<file path="src/sv/pgdd_pkg.sv">
`timescale 1ns / 1ps
// ----------------------------------------------------------------------------
// pgdd_pkg
// Shared types and constants of the pheromone grid deposit/decay block.
// ----------------------------------------------------------------------------
package pgdd_pkg;

  localparam int LVL_W     = 16;
  localparam int X_W       = 6;
  localparam int Y_W       = 6;
  localparam int CMD_W     = 2;
  localparam int CH_W      = 2;
  localparam int CFG_IDX_W = 2;

  localparam int DEF_GRID_W = 64;
  localparam int DEF_GRID_H = 64;

  localparam logic [CMD_W-1:0] CMD_DEPOSIT = 2'd0;
  localparam logic [CMD_W-1:0] CMD_DECAY   = 2'd1;
  localparam logic [CMD_W-1:0] CMD_READ    = 2'd2;

  localparam logic [CH_W-1:0] CH_HOME = 2'd0;
  localparam logic [CH_W-1:0] CH_FOOD = 2'd1;

  localparam logic [CFG_IDX_W-1:0] REG_MAX_LEVEL      = 2'd0;
  localparam logic [CFG_IDX_W-1:0] REG_DECAY_FACTOR   = 2'd1;
  localparam logic [CFG_IDX_W-1:0] REG_SNAP_THRESHOLD = 2'd2;

  localparam logic [LVL_W-1:0] RST_MAX_LEVEL      = 16'd65535;
  localparam logic [LVL_W-1:0] RST_DECAY_FACTOR   = 16'd64880;
  localparam logic [LVL_W-1:0] RST_SNAP_THRESHOLD = 16'd64;

  typedef enum logic [2:0] {
    ST_CLEAR,
    ST_IDLE,
    ST_ACCESS,
    ST_SWEEP,
    ST_DRAIN
  } state_t;

  // marks one cell moving through the decay pipeline
  typedef struct packed {
    logic vld;
    logic last;
  } sweep_tag_t;

endpackage

</file>
<file path="src/sv/pgdd_decay_unit.sv">
`timescale 1ns / 1ps
// ----------------------------------------------------------------------------
// pgdd_decay_unit
// Two-stage decay pipeline: scale both levels, then snap small cells to zero.
// ----------------------------------------------------------------------------
module pgdd_decay_unit #(
  parameter int ADDR_W = 12
) (
  input  logic                       clk,
  input  logic                       rst_n,
  input  pgdd_pkg::sweep_tag_t       tag_in,
  input  logic [ADDR_W-1:0]          addr_in,
  input  logic [pgdd_pkg::LVL_W-1:0] home_rd,
  input  logic [pgdd_pkg::LVL_W-1:0] food_rd,
  input  logic [pgdd_pkg::LVL_W-1:0] decay_factor,
  input  logic [pgdd_pkg::LVL_W-1:0] snap_threshold,
  output pgdd_pkg::sweep_tag_t       wr_tag,
  output logic [ADDR_W-1:0]          wr_addr,
  output logic [pgdd_pkg::LVL_W-1:0] home_wr,
  output logic [pgdd_pkg::LVL_W-1:0] food_wr
);
  import pgdd_pkg::*;

  sweep_tag_t        rd_tag_r, mul_tag_r;
  logic [ADDR_W-1:0] rd_addr_r, mul_addr_r;
  logic [LVL_W-1:0]  home_sc_r, food_sc_r;
  logic [2*LVL_W-1:0] prod_home, prod_food;
  logic [LVL_W:0]    sum;
  logic              snap;

  // tag and address follow the read data of the memories
  always_ff @(posedge clk) begin
    if (!rst_n) begin
      rd_tag_r  <= '0;
      mul_tag_r <= '0;
    end else begin
      rd_tag_r  <= tag_in;
      mul_tag_r <= rd_tag_r;
    end
  end

  assign prod_home = {{LVL_W{1'b0}}, home_rd} * {{LVL_W{1'b0}}, decay_factor};
  assign prod_food = {{LVL_W{1'b0}}, food_rd} * {{LVL_W{1'b0}}, decay_factor};

  always_ff @(posedge clk) begin
    rd_addr_r  <= addr_in;
    mul_addr_r <= rd_addr_r;
    home_sc_r  <= prod_home[2*LVL_W-1:LVL_W];
    food_sc_r  <= prod_food[2*LVL_W-1:LVL_W];
  end

  assign sum  = {1'b0, home_sc_r} + {1'b0, food_sc_r};
  assign snap = sum < {1'b0, snap_threshold};

  assign wr_tag  = mul_tag_r;
  assign wr_addr = mul_addr_r;
  assign home_wr = snap ? '0 : home_sc_r;
  assign food_wr = snap ? '0 : food_sc_r;

  a_last_is_valid: assert property (@(posedge clk) disable iff (!rst_n)
    wr_tag.last |-> wr_tag.vld)
    else $error("decay write marked last without valid");

  a_pipe_advance: assert property (@(posedge clk) disable iff (!rst_n)
    rd_tag_r.vld |=> mul_tag_r.vld)
    else $error("decay pipeline dropped a cell");

  a_snap_zero: assert property (@(posedge clk) disable iff (!rst_n)
    (wr_tag.vld && snap) |-> (home_wr == '0 && food_wr == '0))
    else $error("snapped cell not cleared");

endmodule
</file>
<file path="config.mk">
export PLATFORM = sky130hd
export DESIGN_NAME = pgdd_decay_unit
export DESIGN_NICKNAME = d
export VERILOG_FILES = /design/src/sv/pgdd_pkg.sv /design/src/sv/pgdd_decay_unit.sv
export SDC_FILE = /design/constraint.sdc
export NUM_CORES = 1
export LEC_CHECK = 0
export ABC_AREA = 1
export BUFFER_PORTS_ARGS = -buffer_cell sky130_fd_sc_hd__buf_2
export CAP_MARGIN = 5
export CORE_UTILIZATION = 35
export DETAILED_ROUTE_END_ITERATION = 12
export HOLD_SLACK_MARGIN = 0.15
export SLEW_MARGIN = 10
export SYNTH_ARGS = -nofsm -noshare
export SYNTH_HDL_FRONTEND = slang
export SYNTH_SLANG_ARGS = --single-unit
</file>
<file path="constraint.sdc">
create_clock -name clk -period 10.6 [get_ports clk]
set_input_delay 1.06 -clock clk [delete_from_list [all_inputs] [get_ports clk]]
set_output_delay 1.06 -clock clk [all_outputs]
set_load 0.005 [all_outputs]
</file>
======== Word level (Yosys, flattened, before mapping) ========
Cells that the tools add are included.
word-level totals
  word-level logic and storage cells ...... 14
  output and inout bits ................... 46
  input port bits ......................... 80
  flip-flop bits (word level) ............. 60
cells by class
  add/subtract/negate cells ............... 1
  multipliers ............................. 2
  magnitude comparators ................... 1
  mux-type cells .......................... 2
operators by type and width
  cell              count
  $mul A16 B16 Y32  2
  $mux W16          2
  $add A16 B16 Y17  1
  $lt A17 B16 Y1    1

======== Longest topological paths before layout ========
  word-level depth ........................ 3
  gate-level depth with buffers ........... 25
  gate-level depth less buffers ........... 24

======== Least setup slack after synthesis ========
OpenSTA, ideal clock, no wires.
  kind .................................... input to register
  from .................................... input decay_factor[1] (netlist name)
  to ...................................... register home_sc_r[7]
  buffers on the path ..................... 2
  arrival time ............................ 5.913 ns
  library setup time ...................... 0.112 ns
  data required time ...................... 10.488 ns
  stages on the path ...................... 20
  setup slack ............................. 4.575 ns
  path through ............................ clkbuf_1 clkbuf_1 nand2_1 fa_1 fa_1 inv_1 fa_1 fa_1 fa_1 inv_1 fa_1 inv_1 ha_1 a21oi_1 o21ai_0 a21oi_1 a21boi_0 nand2_1 nand2_1 nand2_1
on the way
  cells in the longest elaborated chain, start to end .. 1
RTL lines
  element               RTL line               text
  start, declared       pgdd_decay_unit.sv:15  input logic [pgdd_pkg::LVL_W-1:0] decay_factor,
  $mul A16 B16 Y32      pgdd_decay_unit.sv:42  assign prod_home = {{LVL_W{1'b0}}, home_rd} * {{LVL_W{1'b0}}, decay_factor};
  net prod_home[23]     pgdd_decay_unit.sv:27  logic [2*LVL_W-1:0] prod_home, prod_food;
  end signal, assigned  pgdd_decay_unit.sv:48  home_sc_r <= prod_home[2*LVL_W-1:LVL_W];
  end, declared         pgdd_decay_unit.sv:26  logic [LVL_W-1:0] home_sc_r, food_sc_r;
The timed path passes the listed nets, and every way through them passes these cells.
A chain may end at the register's enable or synchronous reset.

======== Worst setup path after layout ========
  from .................................... input decay_factor[10] (netlist name)
  to ...................................... register home_sc_r[7]
The elaborated chain is that of the path after synthesis.

==> metrics.md <==
| Metric | Value |
|---|---|
| Port Buffers | 125 |
| Share of cells above drive strength 1 | 6.68% |
| Initial Util | 35.6% |
| Pre-Repair DR Iteration Count | 7 |
| Post-CTS setup buffer count | 0 |
| Startpoint Class | input pin |
| Clock sinks | 60 |
| Clock root cell | clkbuf_16 |
| Slowest stage delay, CP | 0.58 ns |
| Slew HR | 27.4% |
| Synth area leader | fa_1 |
| Status | finished, final reports clean |
| # hold bufs at CTS | 0 |
| Synth top area share | 37.6% |
| Die height | 245 um |
| EDFF count, synth | 0 |
| Syn Area/Cell | 7.36 um^2 |
| RSZ-0062 raised after global routing | no |
| Crit Path Class | input pin to flip-flop |
| Hold Path Sink | wr_addr[11] |
| First-pass GRT wire length | 88900 um |
| # DRC | 0 |
| Initial antenna violation count | 0 |
| Max Freq | 0.159 GHz |
| Fin nets | 3523 |
| Pin count of the biggest net entering global routing | 33 |
| CTS max path bufs | 2 |
| Layout filler cell count | 6200 |
| Io pins | 126 |
| Peak fanout along the critical path | 32 |
| HPWL Detailed | 42900 um |
| Placer Congestion | 0.896 |
| Synthesis-to-finish area growth | 7.00% |
| Synth Cell Area | 0.0206 mm^2 |
| Synth cell count leaders | inv_1, nand2_1, fa_1, ha_1, clkbuf_1 |
| Seq/Total Area, Yosys | 5.83% |
| Reg2reg start | rd_tag_r[0] |
| Die area | 0.0599 mm^2 |
| Skew-Pair Late Insertion Delay | 0.32 ns |
| Post-synth net total | 3502 |
| Fin Clk Skew | 0.00561 ns |
| Flops & latches, synth | 60 |
| Worst-path cell chain | buf_2 -> nand2_1 -> fa_1 -> inv_1 -> fa_1 -> fa_1 -> fa_1 -> fa_1 -> inv_1 -> fa_1 -> inv_1 -> ha_1 -> a21oi_1 -> o21ai_0 -> a21oi_1 -> a21boi_0 -> nand2_1 -> nand2_1 -> nand2_1 |
| Routed vias/inst | 4.61 |
| Slew Limit Fails | 0 |
| CP Data Required Time | 10.81 ns |
| Dpl ws | 4.00 ns |
| Critical Path Sink Type | flip-flop |
| Ant diodes | 0 |
| Synth async-reset ratio | 0% |
| Total gr overflow | 0 |
| PostCTS Resize Cnt | 0 |
| Worst path most repeated cell | fa_1 |
| DIE WIDTH | 245 um |
| Core ar. | 0.0579 mm^2 |
| GR Util All Layers | 18.3% |
| Largest cells by area after synthesis | fa_1, inv_1, ha_1, nand2_1, dfxtp_1 |
| Number of H-tree levels | 3 |
| WL final | 51700 um |
| Hold path start | rd_addr_r[11] |
| Tcrit/Tclk final | 59.4% |
| Tightest Pin Transition | 1.09 ns |
| Max Cap Viol | 0 |
| CTS tree | yes |
| Initial DRC count | 860 |
| YS warnings | 0 |
| Top_reg_cell synth | dfxtp_1 |
| Yosys cell types | 41 |
| Most common cell in the synthesized netlist | inv_1 |
| Slowest CP cell | buf_2 |
| CP arrival | 6.51 ns |
| Hold depth | 0 |
| Post-Syn Instances | 2802 |
| TritonCTS Buffers | 9 |
| Setup ws final | 4.30 ns |
| R2R depth | 2 |
| Vias | 16.6k |
| # setup viols final | 0 |
| Worst hold slack | 0.323 ns |
| Setup tns final | 0 ns |
| CTS clk-pin slew, worst paths | 0.06 ns |
| Endpoints failing hold | 0 |
| Worst Hold Class | flip-flop to flip-flop |
| ANT nets after route | 0 |
| Reg2reg end | wr_tag[0] |
| Min cycle time layout | 6.30 ns |
| Row cnt | 88 |
| R2r setup slk | 10.13 ns |
| WL/cell | 14.4 um |
| Vias in the first global route | 17.6k |
cell type report:
type | instances | area [um^2] | share of cell area [%]
Clock buffer | 9 | 225 | 1.02
Clock inverter | 7 | 98.8 | 0.448
Inverter | 823 | 3090 | 14.0
Multi-Input combinational cell | 1803 | 15900 | 71.9
Sequential cell | 60 | 1200 | 5.44
Tap cell | 765 | 957 | 4.34
Timing Repair Buffer | 126 | 633 | 2.87
how the worst max path moves through the flow:
stage	startpoint	end	slack, ns	cells after the start
2_1_floorplan	decay_factor[1]	home_sc_r[7]	4.57	20
3_3_place_gp	decay_factor[10]	home_sc_r[7]	3.99	19
3_5_place_dp	decay_factor[10]	home_sc_r[7]	4.00	19
4_1_cts	decay_factor[10]	home_sc_r[7]	4.31	19
5_1_grt	decay_factor[10]	home_sc_r[7]	3.97	19
6_report	decay_factor[10]	home_sc_r[7]	4.30	19
state kept, by name, indices dropped and copies added, names as in the netlist:
signal     cells
home_sc_r     16
rd_addr_r     12
wr_tag         2
rd_tag_r       2
food_sc_r     16
wr_addr       12
per-stage QoR:
stage / area [um^2] / utilization, % / std cells
2_1_floorplan: 20600 / - / 2802
3_3_place_gp: 21700 / 37.5 / 3577
3_5_place_dp: 21700 / 37.5 / 3577
4_1_cts: 22100 / 38.1 / 3593
5_1_grt: 22100 / 38.1 / 3593
6_report: 22100 / 38.1 / 3593
layer usage:
metal / GRT usage, % / part of all wire (%) / vias up
li1: - / - / 8067
met1: 23.2 / 43 / 8094
met2: 34.2 / 52 / 343
met3: 1.26 / 3.8 / 46
met4: 3.00 / 1.3 / 0
met5: 0 / 0 / -
logic make-up after synthesis:
| logic type | after synthesis | share of synthesized area, % |
|---|---|---|
| simple gates | 966 | 18.4 |
| flops | 60 | 5.83 |
| buf+inv | 939 | 17.3 |
| fa+ha+maj | 620 | 51.7 |
| compound gates | 191 | 5.64 |
| xor+xnor | 26 | 1.10 |
cell usage in the layout (no fill, tap or decap), types with 2 or more instances in the layout:
master     Yosys  routed
nand2_2        4       4
a21oi_1       86      86
o21a_1         9       9
nand4_1        6       6
a21o_1         5       5
o21bai_1       6       6
buf_2          0     125
xor2_1        17      17
nand3_1       58      58
fa_1         387     387
a211oi_1       2       2
inv_1        822     822
nor3_1        18      18
o21ai_2        2       2
nand2_1      771     771
xnor2_1        9       9
clkbuf_16      0       9
nor3_2         2       2
o21ai_0       38      38
o21ai_1        3       3
a21boi_0       3       3
clkinv_4       0       2
nand3_2        3       3
a21oi_2       31      31
dfxtp_1       60      60
ha_1         233     233
bufinv_16      0       2
nor4_1         3       3
nor2_1        97      97
critical path: cells and delay by family:
kind | cells | cell delay [ns]
adders and majority gates | 7 | 3.38
AOI/OAI and AO/OA | 4 | 0.97
buffers and inverters | 4 | 0.72
and+or+nand+nor | 4 | 0.37
Power is left out: the tool's default activity adds up to more than one toggle a clock period on the data nets, which glitch-free logic cannot reach.
